### config.mk
export PLATFORM = sky130hd
export DESIGN_NAME = dd2_fadd
export DESIGN_NICKNAME = d
export VERILOG_FILES = /design/src/design/dd2_pkg.sv /design/src/design/dd2_fadd.sv
export SDC_FILE = /design/constraint.sdc
export NUM_CORES = 1
export LEC_CHECK = 0
export BUFFER_PORTS_ARGS = -buffer_cell sky130_fd_sc_hd__buf_2
export CAP_MARGIN = 5
export CORE_AREA = 4 4 255 257
export CTS_CLUSTER_DIAMETER = 100
export CTS_CLUSTER_SIZE = 14
export DETAILED_ROUTE_END_ITERATION = 10
export DIE_AREA = 0 0 259 261
export GPL_TIMING_DRIVEN = 0
export PLACE_DENSITY_LB_ADDON = 0.05
export SYNTH_ARGS = -nofsm -noshare
export SYNTH_HDL_FRONTEND = slang
export SYNTH_SLANG_ARGS = --single-unit
export TNS_END_PERCENT = 30
### constraint.sdc
create_clock -name i_clk -period 9.4 [get_ports i_clk]
set_clock_uncertainty 0.2 [all_clocks]
set_input_delay 0.47 -clock i_clk [delete_from_list [all_inputs] [get_ports i_clk]]
set_output_delay 0.47 -clock i_clk [all_outputs]
set_load 0.01 [all_outputs]
### src/design/dd2_pkg.sv
// dd2_pkg: shared types, constants and helpers of the duration to double-double block
// used by dd2_stream_if, dd2_fadd and duration_to_double_double_top
`default_nettype none

package dd2_pkg;

    typedef logic [63:0] t_dbl;

    localparam int DD2_W     = 64;
    localparam int DD2_LAT   = 4;            // stages of one binary64 adder
    localparam int DD2_FE    = 7;            // stages of the integer split and scaling front end
    localparam int DD2_NLVL  = 18;           // dependent adder levels after the front end
    localparam int DD2_NSTG  = DD2_FE + DD2_LAT * DD2_NLVL;
    localparam int DD2_BIAS  = 1023;

    // 1e-18 = 0x1.2725dd1d243acp-60, significand with hidden bit
    localparam logic [52:0] DD2_ATTO_MANT = 53'h12725DD1D243AC;
    // biased exponent of a product whose significand lands in [2^84, 2^85)
    localparam int DD2_ATTO_BEXP = DD2_BIAS - 60;

    // leading zeros of a 56-bit word, 56 when the word is zero
    function automatic logic [5:0] lzc56(input logic [55:0] x);
        logic [5:0] n;
        n = 6'd56;
        for (int i = 0; i < 56; i++) begin
            if (x[i]) begin
                n = 6'(55 - i);
            end
        end
        return n;
    endfunction

    // sign flip turns an add into a subtract
    function automatic t_dbl neg(input t_dbl x);
        return {~x[63], x[62:0]};
    endfunction

endpackage

`default_nettype wire

### src/design/dd2_fadd.sv
// dd2_fadd: four-stage binary64 adder, round to nearest even, finite operands
// carries a side payload through its stages; depends on dd2_pkg
`default_nettype none

module dd2_fadd
    import dd2_pkg::*;
#(
    parameter int PW = DD2_W
) (
    input  wire logic               i_clk,
    input  wire logic [DD2_LAT-1:0] i_en,
    input  wire t_dbl               i_a,
    input  wire t_dbl               i_b,
    input  wire logic [PW-1:0]      i_pass,
    output t_dbl                    o_sum,
    output logic [PW-1:0]           o_pass
);

    // stage 1: order by magnitude and align
    logic        n_a_ge;
    t_dbl        n_big;
    t_dbl        n_sml;
    logic [10:0] n_d;
    logic [55:0] n_ext;
    logic [55:0] n_sh;
    logic        n_lost;

    logic        r1_sgn, r1_sub, r1_zsg;
    logic [10:0] r1_exp;
    logic [55:0] r1_mb, r1_ms;
    logic [PW-1:0] r1_pass;

    always_comb begin
        n_a_ge = i_a[62:0] >= i_b[62:0];
        n_big  = n_a_ge ? i_a : i_b;
        n_sml  = n_a_ge ? i_b : i_a;
        n_d    = n_big[62:52] - n_sml[62:52];
        n_ext  = {(n_sml[62:52] != 11'd0), n_sml[51:0], 3'b000};
        if (n_d > 11'd55) begin
            n_sh   = '0;
            n_lost = |n_ext;
        end else begin
            n_sh   = n_ext >> n_d[5:0];
            n_lost = |(n_ext & ~({56{1'b1}} << n_d[5:0]));
        end
    end

    always_ff @(posedge i_clk) begin
        if (i_en[0]) begin
            r1_sgn  <= n_big[63];
            r1_sub  <= n_big[63] ^ n_sml[63];
            r1_zsg  <= i_a[63] & i_b[63];
            r1_exp  <= n_big[62:52];
            r1_mb   <= {(n_big[62:52] != 11'd0), n_big[51:0], 3'b000};
            r1_ms   <= {n_sh[55:1], n_sh[0] | n_lost};
            r1_pass <= i_pass;
        end
    end

    // stage 2: significand add or subtract
    logic        r2_sgn, r2_zsg;
    logic [10:0] r2_exp;
    logic [56:0] r2_sum;
    logic [PW-1:0] r2_pass;

    always_ff @(posedge i_clk) begin
        if (i_en[1]) begin
            r2_sgn  <= r1_sgn;
            r2_zsg  <= r1_zsg;
            r2_exp  <= r1_exp;
            r2_sum  <= r1_sub ? ({1'b0, r1_mb} - {1'b0, r1_ms})
                              : ({1'b0, r1_mb} + {1'b0, r1_ms});
            r2_pass <= r1_pass;
        end
    end

    // stage 3: leading zero count
    logic        r3_sgn, r3_zsg;
    logic [10:0] r3_exp;
    logic [56:0] r3_sum;
    logic [5:0]  r3_lz;
    logic [PW-1:0] r3_pass;

    always_ff @(posedge i_clk) begin
        if (i_en[2]) begin
            r3_sgn  <= r2_sgn;
            r3_zsg  <= r2_zsg;
            r3_exp  <= r2_exp;
            r3_sum  <= r2_sum;
            r3_lz   <= lzc56(r2_sum[55:0]);
            r3_pass <= r2_pass;
        end
    end

    // stage 4: normalize and round
    logic [55:0] n_norm;
    logic [52:0] n_mant;
    logic        n_g, n_st, n_up;
    logic [53:0] n_m54;
    logic [11:0] n_e;
    t_dbl        n_res;

    always_comb begin
        n_norm = r3_sum[55:0] << r3_lz;
        if (r3_sum[56]) begin
            n_mant = r3_sum[56:4];
            n_g    = r3_sum[3];
            n_st   = |r3_sum[2:0];
            n_e    = {1'b0, r3_exp} + 12'd1;
        end else begin
            n_mant = n_norm[55:3];
            n_g    = n_norm[2];
            n_st   = |n_norm[1:0];
            n_e    = {1'b0, r3_exp} - {6'd0, r3_lz};
        end
        n_up  = n_g & (n_st | n_mant[0]);
        n_m54 = {1'b0, n_mant} + {53'd0, n_up};
        n_e   = n_e + {11'd0, n_m54[53]};
        if (r3_sum == 57'd0) begin
            n_res = {r3_zsg, 63'd0};
        end else begin
            n_res = {r3_sgn, n_e[10:0], n_m54[51:0]};
        end
    end

    always_ff @(posedge i_clk) begin
        if (i_en[3]) begin
            o_sum  <= n_res;
            o_pass <= r3_pass;
        end
    end

endmodule

`default_nettype wire

# Word-level counts from Yosys, hierarchy flattened
# Cells that the tools add are included.
# W data, S select, Z words.
[word_totals] regBits=589 in_bits=197 output_inout_bits=128 word_cells=123
[classes] reduce_logical=12 add_sub_neg=7 order_cmp=2 bitwise=7 n_mux=65 shift=3
[op_table] cell="$mux W64" count=3
[op_table] cell="$mux W6" count=23
[op_table] cell="$mux W5" count=16
[op_table] cell="$ge A63 B63 Y1" count=1
[op_table] cell="$add A56 B56 Y57" count=1
[op_table] cell="$logic_not A57 Y1" count=1
[op_table] cell="$mux W57" count=1
[op_table] cell="$sub A56 B56 Y57" count=1
[op_table] cell="$and A56 B56 Y56" count=1
[op_table] cell="$not A56 Y56" count=1
[op_table] cell="$reduce_or A56 Y1" count=1
[op_table] cell="$shl A56 B6 Y56" count=1
[op_table] cell="$shl A56 B6 Y56 const A" count=1
[op_table] cell="$shr A56 B6 Y56" count=1
[op_table] cell="$add A53 B1 Y54" count=1
[op_table] cell="$mux W53" count=1
[op_table] cell="$reduce_or A53 Y1" count=1
[op_table] cell="$mux W4" count=9
[op_table] cell="$reduce_or A32 Y1" count=1
[op_table] cell="$reduce_bool A11 Y1" count=2
[op_table] cell="$reduce_or A16 Y1" count=1
[op_table] cell="$mux W3" count=4
[op_table] cell="$add A11 B1 Y11" count=1
[op_table] cell="$add A11 B1 Y11 const B" count=1
[op_table] cell="13 further kinds" count=21

# Depth between registers and ports, before layout
# Gate-level depths: netlist of run 1.
[depth] ltp_word=55 depth_mapped=30 ltp_nobuf=22

# Worst setup path after synthesis of run 1
# Ideal clock, no wire load.
[synth_path] kind="in2reg" start="input port i_b[55]" end="register r1_ms[0] (data pin)" slack_ns=2.991 t_required_ns=8.924 n_path_buf=9 setup_ns=0.276 arrival_ns=5.933 cell_stages=26 path_cell_list="inv_1 > ha_1 > buf_2 > nand4_1 > or2_1 > nor4_1 > nand2_1 > and2_1 > clkbuf_1 > nand2_1 > clkbuf_1 > clkbuf_1 > clkbuf_1 > clkbuf_1 > o21a_1 > ha_1 > clkbuf_1 > inv_2 > buf_1 > clkbuf_1 > nor2_1 > a2111oi_0 > o221a_2 > a22oi_1 > o41ai_1 > a41oi_1"
[synth_between] elab_chain_len=9 elab_cells_between_ends=15 classes_between="add/sub (1); order compare (2); shift (2); mux (4); bitwise (3); reduce/logical (3)"
[synth_rtl] element="start: declaration" line_no="dd2_fadd.sv:13" rtl="input wire t_dbl i_b,"
[synth_rtl] element="$ge A63 B63 Y1" line_no="dd2_fadd.sv:34" rtl="n_a_ge = i_a[62:0] >= i_b[62:0];"
[synth_rtl] element="$mux W64, on equally long branches" line_no="dd2_fadd.sv:35, dd2_fadd.sv:36"
[synth_rtl] element="$sub A11 B11 Y11" line_no="dd2_fadd.sv:37" rtl="n_d = n_big[62:52] - n_sml[62:52];"
[synth_rtl] element="$shl A56 B6 Y56" line_no="dd2_fadd.sv:44" rtl="n_lost = |(n_ext & ~({56{1'b1}} << n_d[5:0]));"
[synth_rtl] element="$not A56 Y56" line_no="dd2_fadd.sv:44"
[synth_rtl] element="$and A56 B56 Y56" line_no="dd2_fadd.sv:44"
[synth_rtl] element="$reduce_or A56 Y1" line_no="dd2_fadd.sv:44"
[synth_rtl] element="$mux W1" line_no="dd2_fadd.sv:39" rtl="if (n_d > 11'd55) begin"
[synth_rtl] element="$or A1 B1 Y1 (*)" line_no="dd2_fadd.sv:55" rtl="r1_ms <= {n_sh[55:1], n_sh[0] | n_lost};"
[synth_rtl] element="end signal: assignment" line_no="dd2_fadd.sv:55"
[synth_rtl] element="end: declaration" line_no="dd2_fadd.sv:30" rtl="logic [55:0] r1_mb, r1_ms;"
# Mark *: on every way between the ends. The rest lies on a longest branch, timed or not.
# A chain may end at the register's enable or synchronous reset.

# Worst setup path in the final report of run 1
[layout_path] start="input port i_a[41]" end="register r1_ms[0] (data pin)"
[layout_between] elab_chain_len=9 elab_cells_between_ends=15 classes_between="add/sub (1); order compare (2); shift (2); mux (4); bitwise (3); reduce/logical (3)"
[layout_rtl] element="start: declaration" line_no="dd2_fadd.sv:12" rtl="input wire t_dbl i_a,"
[layout_rtl] element="$ge A63 B63 Y1" line_no="dd2_fadd.sv:34"
[layout_rtl] element="$mux W64, on equally long branches" line_no="dd2_fadd.sv:35, dd2_fadd.sv:36"
[layout_rtl] element="$sub A11 B11 Y11" line_no="dd2_fadd.sv:37"
[layout_rtl] element="$shl A56 B6 Y56" line_no="dd2_fadd.sv:44"
[layout_rtl] element="$not A56 Y56" line_no="dd2_fadd.sv:44"
[layout_rtl] element="$and A56 B56 Y56" line_no="dd2_fadd.sv:44"
[layout_rtl] element="$reduce_or A56 Y1" line_no="dd2_fadd.sv:44"
[layout_rtl] element="$mux W1" line_no="dd2_fadd.sv:39"
[layout_rtl] element="$or A1 B1 Y1 (*)" line_no="dd2_fadd.sv:55"
# Marked as above.

==> impl_table.tex, run 1 <==
\begin{tabular}{lr}
\hline
Metric & Value \\
\hline
\multicolumn{2}{l}{\textbf{Clocking}} \\
\quad Maximum root-to-sink buffer count & 3 \\
\quad Number of buffers inserted to repair setup after CTS & 0 \\
\quad Clock transition time at the flip-flop clock pins of the worst setup and hold paths & $\sim$0.06 ns \\
\quad Clock root buffer master & sky130\_fd\_sc\_hd\_\_clkbuf\_16 \\
\quad Clk Latency, worst-skew pair & approximately 0.63 ns \\
\quad H-tree depth & 2 \\
\quad Number of CTS-inserted buffers & 50 \\
\quad TritonCTS clock tree & built \\
\quad Clock sinks & approximately 590 \\
\multicolumn{2}{l}{\textbf{Synthesis}} \\
\quad Synth cell types & 100 \\
\quad Cell count after synthesis & $\sim$3500 \\
\quad Ranking of synthesized cells by area & sky130\_fd\_sc\_hd\_\_edfxtp\_1 47\%, sky130\_fd\_sc\_hd\_\_ha\_1 6.2\%, sky130\_fd\_sc\_hd\_\_mux2i\_1 4.9\% \\
\quad Post-Syn Area per Cell & roughly 11 µm² \\
\quad Leading cell type by number of instances after synthesis & sky130\_fd\_sc\_hd\_\_edfxtp\_1 \\
\quad Yosys top cell by area & sky130\_fd\_sc\_hd\_\_edfxtp\_1 \\
\quad Ys flop type & sky130\_fd\_sc\_hd\_\_edfxtp\_1 \\
\quad Post-synthesis async set-or-reset flop share & 0\% \\
\quad Nets in the synthesized netlist & between 3000 and 4000 \\
\quad Yosys warns & 0 \\
\quad Post-Synthesis Cell Area & 37300 µm² \\
\quad Number of register bits inferred by synthesis & 589 \\
\quad Seq/Total Area, Yosys & a little under half \\
\quad Top cell types by occurrence after synthesis & 589 x sky130\_fd\_sc\_hd\_\_edfxtp\_1, 341 x sky130\_fd\_sc\_hd\_\_nand2\_1, 330 x sky130\_fd\_sc\_hd\_\_a21oi\_1 \\
\quad Number of synthesized flops with an enable pin & between 500 and 600 \\
\quad Post-synth top area share & between 40\% and 50\% \\
\multicolumn{2}{l}{\textbf{Timing}} \\
\quad Unrepaired setup endpoints after global routing & no \\
\quad Final Hold Vio Count & 0 \\
\quad Minimum period implied by the final worst setup slack & 9.146 ns \\
\quad Post-route fraction of the period consumed by the critical path & a little over nine tenths \\
\quad Final count of negative-setup-slack endpoints & 0 \\
\quad Pin slew with the least headroom to its limit & around 1.4 ns \\
\quad Max-slew violation count & 0 \\
\quad Fmax achieved & 0.1093 GHz \\
\quad Final-layout setup total negative slack & 0 ns \\
\quad Worst slew margin relative to its limit & $\sim$6.8\% \\
\multicolumn{2}{l}{\textbf{Status}} \\
\quad Status & finished, final reports clean \\
\multicolumn{2}{l}{\textbf{Worst setup path}} \\
\quad Slowest cell on crit path & sky130\_fd\_sc\_hd\_\_nor4\_4 \\
\quad Arrival @ worst endpoint & $\sim$9.2 ns \\
\quad Register-to-Register Setup Slack & roughly 1.5 ns \\
\quad Setup CP Type & input pin to flop \\
\quad Worst Setup End Kind & flop \\
\quad Required time at the endpoint of the critical path & approximately 9.5 ns \\
\quad Type of origin of the critical path & input pin \\
\quad Dominant cell type by count on the critical path & sky130\_fd\_sc\_hd\_\_clkbuf\_1 \\
\quad Delay of the slowest critical-path stage & roughly 0.63 ns \\
\quad Highest net fanout along the worst path & 10 \\
\multicolumn{2}{l}{\textbf{Flow run}} \\
\quad Maximum capacitance violations & 0 \\
\multicolumn{2}{l}{\textbf{Layout}} \\
\quad Final design utilization & about two thirds \\
\quad Proportion of layout cells with a drive suffix above 1 & 14.02\% \\
\quad Number of fill cells in the layout & $\sim$4700 \\
\quad Area Overhead vs Synth & 13.25\% \\
\quad NumNets Final & $\sim$4300 \\
\multicolumn{2}{l}{\textbf{Pwr}} \\
\quad Share of power burned in registers & between 40\% and 50\% \\
\quad Clock group share of total power & 22.2\% \\
\quad Internal power & approximately 5.3 mW \\
\quad Power density cells & between 200 and 250 nW/µm² \\
\quad Total power of the final layout & between 8 and 9 mW \\
\quad Maximum ir drop on the vdd rail & 0.1717 mV \\
\quad Static Leakage & approximately 17 nW \\
\quad Sw frac & a little under two fifths \\
\quad Part of the power in combinational logic & 36.5\% \\
\quad Power dissipated by switching net loads & 3.156 mW \\
\multicolumn{2}{l}{\textbf{Worst hold path}} \\
\quad Classification of the worst-slack hold path & input pin to flop \\
\multicolumn{2}{l}{\textbf{Detailed routing}} \\
\quad Met3 Routed Length & about 12000 µm \\
\quad M1 wire length & roughly 45000 µm \\
\quad Met2 wire length & roughly 63000 µm \\
\quad Number of nets still failing antenna checks after routing & 0 \\
\quad Total DRC errors in the routed layout & 0 \\
\quad Drt total wl & about 130000 µm \\
\quad Detailed router's first-iteration violation count & slightly below 4000 \\
\quad Vias & 31930 \\
\quad DRT Pass-1 Iters & 6 \\
\quad Average wire per cell in the routed design & 27.74 µm \\
\quad Mean number of vias per cell & 6.632 \\
\quad Highest signal layer in the routed design & met4 \\
\multicolumn{2}{l}{\textbf{GRT}} \\
\quad GRT Total Usage & between 30\% and 40\% \\
\quad Largest net degree at the start of global routing & 120 \\
\quad Via count of the first global-routing pass & between 30000 and 40000 \\
\quad GRT overflow & 0 \\
\quad First-pass GRT wire length & between 150000 and 200000 µm \\
\quad Number of antenna violations at the first check in global routing & 2 \\
\multicolumn{2}{l}{\textbf{Floorplan}} \\
\quad Starting Density & about 60\% \\
\quad Die Height & $\sim$260 µm \\
\quad Site Rows & 92 \\
\quad Placeable core area & between 60000 and 70000 µm² \\
\quad Horizontal die dimension & about 260 µm \\
\quad Total I/O pin count & 325 \\
\quad Die footprint & $\sim$68000 µm² \\
\multicolumn{2}{l}{\textbf{Placement}} \\
\quad DP HPWL & 102300 µm \\
\quad I/O Buffers & about 320 \\
\quad Last weighted congestion value of the routability-driven placer & around 1.1 \\
\hline
\end{tabular}
[power groups by stage]
stage               clock (mW)  sequential, mW  combinational [mW]
floorplan                    0            3.46                1.92
global placement             0            3.54                2.91
detailed placement           0            3.55                2.93
CTS                       1.89            3.49                2.97
global route              2.03            3.52                3.26
finish                    1.88            3.51                3.10
[metal layers]
| layer | GRT usage [%] | vias to the layer above |
|---|---|---|
| li1 | - | 14030 |
| met3 | 6.605 | 632 |
| met5 | 0 | - |
| met4 | 28.85 | 0 |
| met2 | 64.31 | 2247 |
| met1 | 44.33 | 15020 |
[worst max-delay path: cells and delay by family]
kind | cells | cell delay [ns]
buffers and inverters | 10 | 4.19
adders and majority gates | 2 | 0.43
AOI/OAI and AO/OA | 6 | 1.72
and+or+nand+nor | 8 | 1.84
muxes | 1 | 0.53
[final timing paths]
path / depth (start not counted) / to / startpoint
max: 27 / r1_ms[0] / i_a[41]
min: 3 / r1_mb[17] / i_a[14]
max reg2reg: 23 / o_sum[62] / r3_lz[3]
min reg2reg: 0 / r2_exp[8] / r1_exp[8]
[final cells by class]
type	instances	area, µm²	share of cell area, %
Tap cell	846	1059	2.506
Inverter	208	780.7	1.848
Sequential cell	589	17690	41.87
Clock buffer	51	1255	2.971
Multi-Input combinational cell	2520	17920	42.41
Timing Repair Buffer	396	2441	5.779
Buffer	192	952.2	2.254
Clock inverter	9	142.6	0.3376
Antenna cell	4	10.01	0.02369
[timing repair]
item                                    in CTS  in global routing
endpoints found under the setup margin       1                 32
hold buffers                                68                  0
pin swaps                                    0                  0
gates resized for setup                      1                 13
endpoints found under the hold margin       68                  0
[state kept, by name, summed over array words and instances, names as in the netlist, 53 cells and up]
signal / flops
o_sum: 64
r1_pass: 64
r2_sum: 57
r1_ms: 56
r2_pass: 64
r3_sum: 57
r3_pass: 64
o_pass: 64
r1_mb: 53
[cell families (layout without fill, tap and decap cells)]
family	Yosys count	after routing	share of synthesized area, %
AOI/OAI and AO/OA	897	897	15.00
xor gates and xnor gates	133	133	3.123
adders and majority gates	188	188	6.346
buffers and inverters	400	856	4.626
DFF	589	589	47.42
muxes	279	279	10.61
other	0	4	0
and+or+nand+nor	1023	1023	12.88
[per-stage QoR]
stage | hold WS (ns) | cell area, µm² | setup slack (ns) | std cells
after global placement | 0.2002 | 39980 | -1.253 | 4679
after CTS | 0.005302 | 42220 | 0.04517 | 4811
final | 0.03008 | 42240 | 0.2537 | 4815
after detailed placement | 0.2045 | 40130 | -0.6758 | 4683
after global routing | 0.02055 | 42240 | 0.2064 | 4813
after floorplan | 0.2003 | 37300 | 2.991 | 3509
[layout by cell type (no fill, tap or decap), types with 14 or more instances in the layout]
cell type	count
sky130_fd_sc_hd__a21o_1	33
sky130_fd_sc_hd__nand2_1	341
sky130_fd_sc_hd__mux2i_1	181
sky130_fd_sc_hd__and3_1	19
sky130_fd_sc_hd__nand3_1	63
sky130_fd_sc_hd__o21bai_1	39
sky130_fd_sc_hd__nor3_1	91
sky130_fd_sc_hd__nand2b_1	24
sky130_fd_sc_hd__xnor2_1	91
sky130_fd_sc_hd__nor4_1	48
sky130_fd_sc_hd__nor2_1	283
sky130_fd_sc_hd__clkbuf_1	118
sky130_fd_sc_hd__and2_1	22
sky130_fd_sc_hd__a211oi_1	58
sky130_fd_sc_hd__ha_1	186
sky130_fd_sc_hd__mux4_2	54
sky130_fd_sc_hd__dlygate4sd3_1	68
sky130_fd_sc_hd__buf_1	27
sky130_fd_sc_hd__o21a_1	17
sky130_fd_sc_hd__nor2b_1	28
sky130_fd_sc_hd__buf_6	16
sky130_fd_sc_hd__or3_1	14
sky130_fd_sc_hd__buf_2	338
sky130_fd_sc_hd__o21ai_0	191
sky130_fd_sc_hd__a21oi_1	330
sky130_fd_sc_hd__a32oi_1	14
sky130_fd_sc_hd__mux4_1	28
sky130_fd_sc_hd__nand4_1	24
sky130_fd_sc_hd__inv_1	204
sky130_fd_sc_hd__a31oi_1	29
sky130_fd_sc_hd__o22ai_1	22
sky130_fd_sc_hd__xor2_1	41
sky130_fd_sc_hd__clkbuf_16	50
sky130_fd_sc_hd__a221oi_1	16
sky130_fd_sc_hd__mux2_2	15
sky130_fd_sc_hd__edfxtp_1	589
sky130_fd_sc_hd__o31ai_1	18
Note: power is estimated with default switching activity, not from simulation.
==> run 2: changes to the inputs <==
Settings changed: ABC_AREA set to 1, CORE_AREA 4 4 255 257 to 4 4 253 255, DIE_AREA 0 0 259 261 to 0 0 257 259.
==> run 2 against run 1 <==
Synthesized area fell by 1.3%. Core utilization up 0.25 points. Critical path type unchanged. Die area shrank 1.5%. Total power down 1.9%. Cell count rose by 16%. The flow now finishes with violations (capacitance limit). Hold slack improved by 0.010 ns. Final area decreased by 1.5%. Maximum frequency grew 22%. Critical path depth unchanged.
==> impl_table.tex, run 2 <==
\begin{tabular}{lr}
\hline
Metric & Value \\
\hline
\multicolumn{2}{l}{\textbf{Detailed routing}} \\
\quad Mean number of vias per cell & 5.969 (was 6.632) \\
\quad DRT Pass-1 Iters & 6 (unchanged) \\
\quad Total DRC errors in the routed layout & 0 (unchanged) \\
\quad Number of nets still failing antenna checks after routing & 0 (unchanged) \\
\quad Drt total wl & 131800 µm (was 133600 µm) \\
\quad Average wire per cell in the routed design & 23.60 µm (was 27.74 µm) \\
\quad Detailed router's first-iteration violation count & 4076 (was 3858) \\
\quad Vias & 33350 (was 31930) \\
\multicolumn{2}{l}{\textbf{Synthesis}} \\
\quad Ranking of synthesized cells by area & sky130\_fd\_sc\_hd\_\_edfxtp\_1 48\%, sky130\_fd\_sc\_hd\_\_nand2\_1 11\%, sky130\_fd\_sc\_hd\_\_o21ai\_0 6.6\% (was sky130\_fd\_sc\_hd\_\_edfxtp\_1 47\%, sky130\_fd\_sc\_hd\_\_ha\_1 6.2\%, sky130\_fd\_sc\_hd\_\_mux2i\_1 4.9\%) \\
\quad Post-synthesis adder-cell area fraction & 6.431\% (was 6.346\%) \\
\quad Synth Area in Simple Gates & 17.87\% (was 12.88\%) \\
\quad Post-Syn Area per Cell & 8.571 µm² (was 10.63 µm²) \\
\quad Leading cell type by number of instances after synthesis & sky130\_fd\_sc\_hd\_\_nand2\_1 (was sky130\_fd\_sc\_hd\_\_edfxtp\_1) \\
\quad XOR/XNOR share of the synthesized area & 2.158\% (was 3.123\%) \\
\quad Cell count after synthesis & 4295 (was 3509) \\
\quad Seq/Total Area, Yosys & 48.05\% (was 47.42\%) \\
\quad Ys flop type & sky130\_fd\_sc\_hd\_\_edfxtp\_1 (unchanged) \\
\quad Fraction of the mapped netlist area in compound gates & 15.73\% (was 15.00\%) \\
\quad Share of cell area taken by muxes after synthesis & 1.931\% (was 10.61\%) \\
\quad Largest family of logic cells by synthesized area & simple AND/OR/NAND/NOR gates (was compound AO/OA/AOI/OAI gates) \\
\quad Post-synthesis async set-or-reset flop share & 0\% (unchanged) \\
\quad Yosys top cell by area & sky130\_fd\_sc\_hd\_\_edfxtp\_1 (unchanged) \\
\quad Number of synthesized flops with an enable pin & 589 (unchanged) \\
\quad Number of register bits inferred by synthesis & 589 (unchanged) \\
\quad Post-synth top area share & 48.05\% (was 47.42\%) \\
\quad Synth cell types & 73 (was 100) \\
\quad Top cell types by occurrence after synthesis & 1051 x sky130\_fd\_sc\_hd\_\_nand2\_1, 589 x sky130\_fd\_sc\_hd\_\_edfxtp\_1, 538 x sky130\_fd\_sc\_hd\_\_inv\_1 (was 589 x sky130\_fd\_sc\_hd\_\_edfxtp\_1, 341 x sky130\_fd\_sc\_hd\_\_nand2\_1, 330 x sky130\_fd\_sc\_hd\_\_a21oi\_1) \\
\quad Yosys warns & 0 (unchanged) \\
\quad Post-Synthesis Cell Area & 36810 µm² (was 37300 µm²) \\
\quad Nets in the synthesized netlist & 4680 (was 3894) \\
\multicolumn{2}{l}{\textbf{Status}} \\
\quad Violations in the final reports & capacitance limit \\
\quad Status & finished, violations left (was finished, final reports clean) \\
\multicolumn{2}{l}{\textbf{Floorplan}} \\
\quad Site Rows & 91 (was 92) \\
\quad Total I/O pin count & 325 (unchanged) \\
\quad Placeable core area & 61600 µm² (was 62740 µm²) \\
\quad Die Height & 259 µm (was 261 µm) \\
\quad Horizontal die dimension & 257 µm (was 259 µm) \\
\quad Die footprint & 66560 µm² (was 67600 µm²) \\
\quad Starting Density & 59.76\% (was 59.46\%) \\
\multicolumn{2}{l}{\textbf{Placement}} \\
\quad DP Area & 39620 µm² (was 40130 µm²) \\
\quad Last weighted congestion value of the routability-driven placer & 1.094 (was 1.083) \\
\quad I/O Buffers & 324 (unchanged) \\
\quad Placed insts & 5460 (was 4683) \\
\quad DP HPWL & 102400 µm (was 102300 µm) \\
\quad Pre-CTS setup slack & 1.770 ns (was -0.6758 ns) \\
\multicolumn{2}{l}{\textbf{Worst hold path}} \\
\quad Number of stages on the worst hold path & 3 (unchanged) \\
\quad Classification of the worst-slack hold path & input pin to flop (unchanged) \\
\multicolumn{2}{l}{\textbf{Timing}} \\
\quad Final-layout setup total negative slack & 0 ns (unchanged) \\
\quad Minimum period implied by the final worst setup slack & 7.480 ns (was 9.146 ns) \\
\quad Worst setup slack after layout & 1.920 ns (was 0.2537 ns) \\
\quad Final Hold Vio Count & 0 (unchanged) \\
\quad Post-route fraction of the period consumed by the critical path & 79.58\% (was 97.30\%) \\
\quad Worst slew margin relative to its limit & 0.1388\% (was 6.786\%) \\
\quad Final count of negative-setup-slack endpoints & 0 (unchanged) \\
\quad Pin slew with the least headroom to its limit & 1.482 ns (was 1.384 ns) \\
\quad Fmax achieved & 0.1337 GHz (was 0.1093 GHz) \\
\quad Max-slew violation count & 0 (unchanged) \\
\quad Hold WS & 0.04033 ns (was 0.03008 ns) \\
\quad Unrepaired setup endpoints after global routing & no (unchanged) \\
\multicolumn{2}{l}{\textbf{Clocking}} \\
\quad Clock transition time at the flip-flop clock pins of the worst setup and hold paths & 0.07 ns (was 0.06 ns) \\
\quad Clock root buffer master & sky130\_fd\_sc\_hd\_\_clkbuf\_16 (unchanged) \\
\quad CTS resizes & 0 (was 1) \\
\quad Maximum root-to-sink buffer count & 3 (unchanged) \\
\quad Clk Latency, worst-skew pair & 0.64 ns (was 0.63 ns) \\
\quad Number of buffers inserted to repair setup after CTS & 0 (unchanged) \\
\quad TritonCTS clock tree & built (unchanged) \\
\quad Quantity of hold-fixing buffers added after cts & 69 (was 68) \\
\quad Number of CTS-inserted buffers & 48 (was 50) \\
\quad H-tree depth & 2 (unchanged) \\
\quad Clock sinks & 589 (unchanged) \\
\multicolumn{2}{l}{\textbf{Pwr}} \\
\quad Maximum ir drop on the vdd rail & 0.1696 mV (was 0.1717 mV) \\
\quad Total power of the final layout & 8.331 mW (was 8.493 mW) \\
\quad Power density cells & 200.1 nW/µm² (was 201.1 nW/µm²) \\
\quad Static Leakage & 18.15 nW (was 16.64 nW) \\
\multicolumn{2}{l}{\textbf{Worst setup path}} \\
\quad Number of cells on the worst reg-to-reg path & 36 (was 23) \\
\quad Type of origin of the critical path & input pin (unchanged) \\
\quad Highest net fanout along the worst path & 10 (unchanged) \\
\quad Worst Setup End Kind & flop (unchanged) \\
\quad Register-to-Register Setup Slack & 1.94 ns (was 1.54 ns) \\
\quad Setup CP Type & input pin to flop (unchanged) \\
\quad Arrival @ worst endpoint & 7.73 ns (was 9.23 ns) \\
\quad Required time at the endpoint of the critical path & 9.65 ns (was 9.48 ns) \\
\multicolumn{2}{l}{\textbf{Layout}} \\
\quad Number of fill cells in the layout & 4797 (was 4692) \\
\quad Proportion of layout cells with a drive suffix above 1 & 9.985\% (was 14.02\%) \\
\quad Final cell area excluding filler cells & 41630 µm² (was 42240 µm²) \\
\quad NumNets Final & 5127 (was 4342) \\
\quad Area Overhead vs Synth & 13.09\% (was 13.25\%) \\
\quad Final design utilization & 67.58\% (was 67.34\%) \\
\quad Leading cell type in the layout, fill and taps excluded & sky130\_fd\_sc\_hd\_\_nand2\_1 (was sky130\_fd\_sc\_hd\_\_edfxtp\_1) \\
\quad Commonest cells after routing, fill and taps aside & 1051 x sky130\_fd\_sc\_hd\_\_nand2\_1, 589 x sky130\_fd\_sc\_hd\_\_edfxtp\_1, 538 x sky130\_fd\_sc\_hd\_\_inv\_1 (was 589 x sky130\_fd\_sc\_hd\_\_edfxtp\_1, 341 x sky130\_fd\_sc\_hd\_\_nand2\_1, 338 x sky130\_fd\_sc\_hd\_\_buf\_2) \\
\quad Post-route non-filler standard cell count & 5587 (was 4815) \\
\multicolumn{2}{l}{\textbf{GRT}} \\
\quad GRT overflow & 0 (unchanged) \\
\quad Number of antenna violations at the first check in global routing & 5 (was 2) \\
\quad First-pass GRT wire length & 192300 µm (was 193100 µm) \\
\quad Via count of the first global-routing pass & 32410 (was 30690) \\
\quad GRT Total Usage & 38.24\% (was 38.33\%) \\
\quad Largest net degree at the start of global routing & 127 (was 120) \\
\multicolumn{2}{l}{\textbf{Flow run}} \\
\quad Maximum capacitance violations & 1 (was 0) \\
\hline
\end{tabular}
[run 2: logic make-up after synthesis]
group                    after synthesis
flip-flops                           589
adder cells (fa/ha/maj)              188
AND/OR/NAND/NOR                     1586
multiplexers                          71
XOR/XNOR                              89
AO/OA/AOI/OAI                       1017
buffers and inverters                755
[run 2: final timing paths]
check                   start     endpoint
hold / removal        i_a[18]    r1_mb[21]
setup / recovery      i_a[10]     r1_ms[2]
setup reg to reg     r3_lz[0]    o_sum[62]
hold reg to reg   r1_pass[47]  r2_pass[47]
[run 2: layout make-up]
cell class | instances | area (µm²) | share of cell area (%)
Antenna cell | 3 | 7.507 | 0.01803
Buffer | 197 | 784.5 | 1.884
Clock buffer | 48 | 1201 | 2.885
Clock inverter | 7 | 111.4 | 0.2675
Inverter | 558 | 2096 | 5.034
Multi-Input combinational cell | 2951 | 16240 | 39.02
Sequential cell | 589 | 17690 | 42.49
Tap cell | 837 | 1047 | 2.516
Timing Repair Buffer | 397 | 2451 | 5.888
[run 2: report_power, final]
| group | switching (mW) | total, mW | internal [mW] |
|---|---|---|---|
| registers | 0.179 | 3.45 | 3.27 |
| logic | 2.18 | 3.06 | 0.882 |
| clock network | 0.903 | 1.82 | 0.917 |
| total | 3.26 | 8.33 | 5.07 |
[run 2: critical path: stages]
cell	delay, ns
sky130_fd_sc_hd__dlygate4sd3_1	0.54
sky130_fd_sc_hd__buf_2	0.14
sky130_fd_sc_hd__ha_1	0.31
sky130_fd_sc_hd__nand2_1	0.20
sky130_fd_sc_hd__inv_1	0.08
sky130_fd_sc_hd__o21ai_0	0.08
sky130_fd_sc_hd__a21oi_1	0.09
sky130_fd_sc_hd__o311ai_0	0.55
sky130_fd_sc_hd__nand2_1	0.22
sky130_fd_sc_hd__nand4_1	0.12
sky130_fd_sc_hd__nand3_1	0.17
sky130_fd_sc_hd__clkbuf_1	0.25
sky130_fd_sc_hd__o21ai_0	0.49
sky130_fd_sc_hd__nand2_1	0.20
sky130_fd_sc_hd__ha_1	0.33
sky130_fd_sc_hd__clkbuf_1	0.35
sky130_fd_sc_hd__inv_1	0.16
sky130_fd_sc_hd__clkbuf_1	0.44
sky130_fd_sc_hd__clkbuf_1	0.52
sky130_fd_sc_hd__nand2_1	0.15
sky130_fd_sc_hd__o21ai_0	0.14
sky130_fd_sc_hd__inv_1	0.06
sky130_fd_sc_hd__o21ai_0	0.47
sky130_fd_sc_hd__o21ai_0	0.23
sky130_fd_sc_hd__o21ai_0	0.65
sky130_fd_sc_hd__a21oi_1	0.17
sky130_fd_sc_hd__nor2_1	0.13
[run 2: layer usage]
layer	share of wire (%)	global-route usage, %
met3	7.6	5.785
met2	49	66.96
met1	35	42.83
met5	0.029	0
met4	9.0	27.23
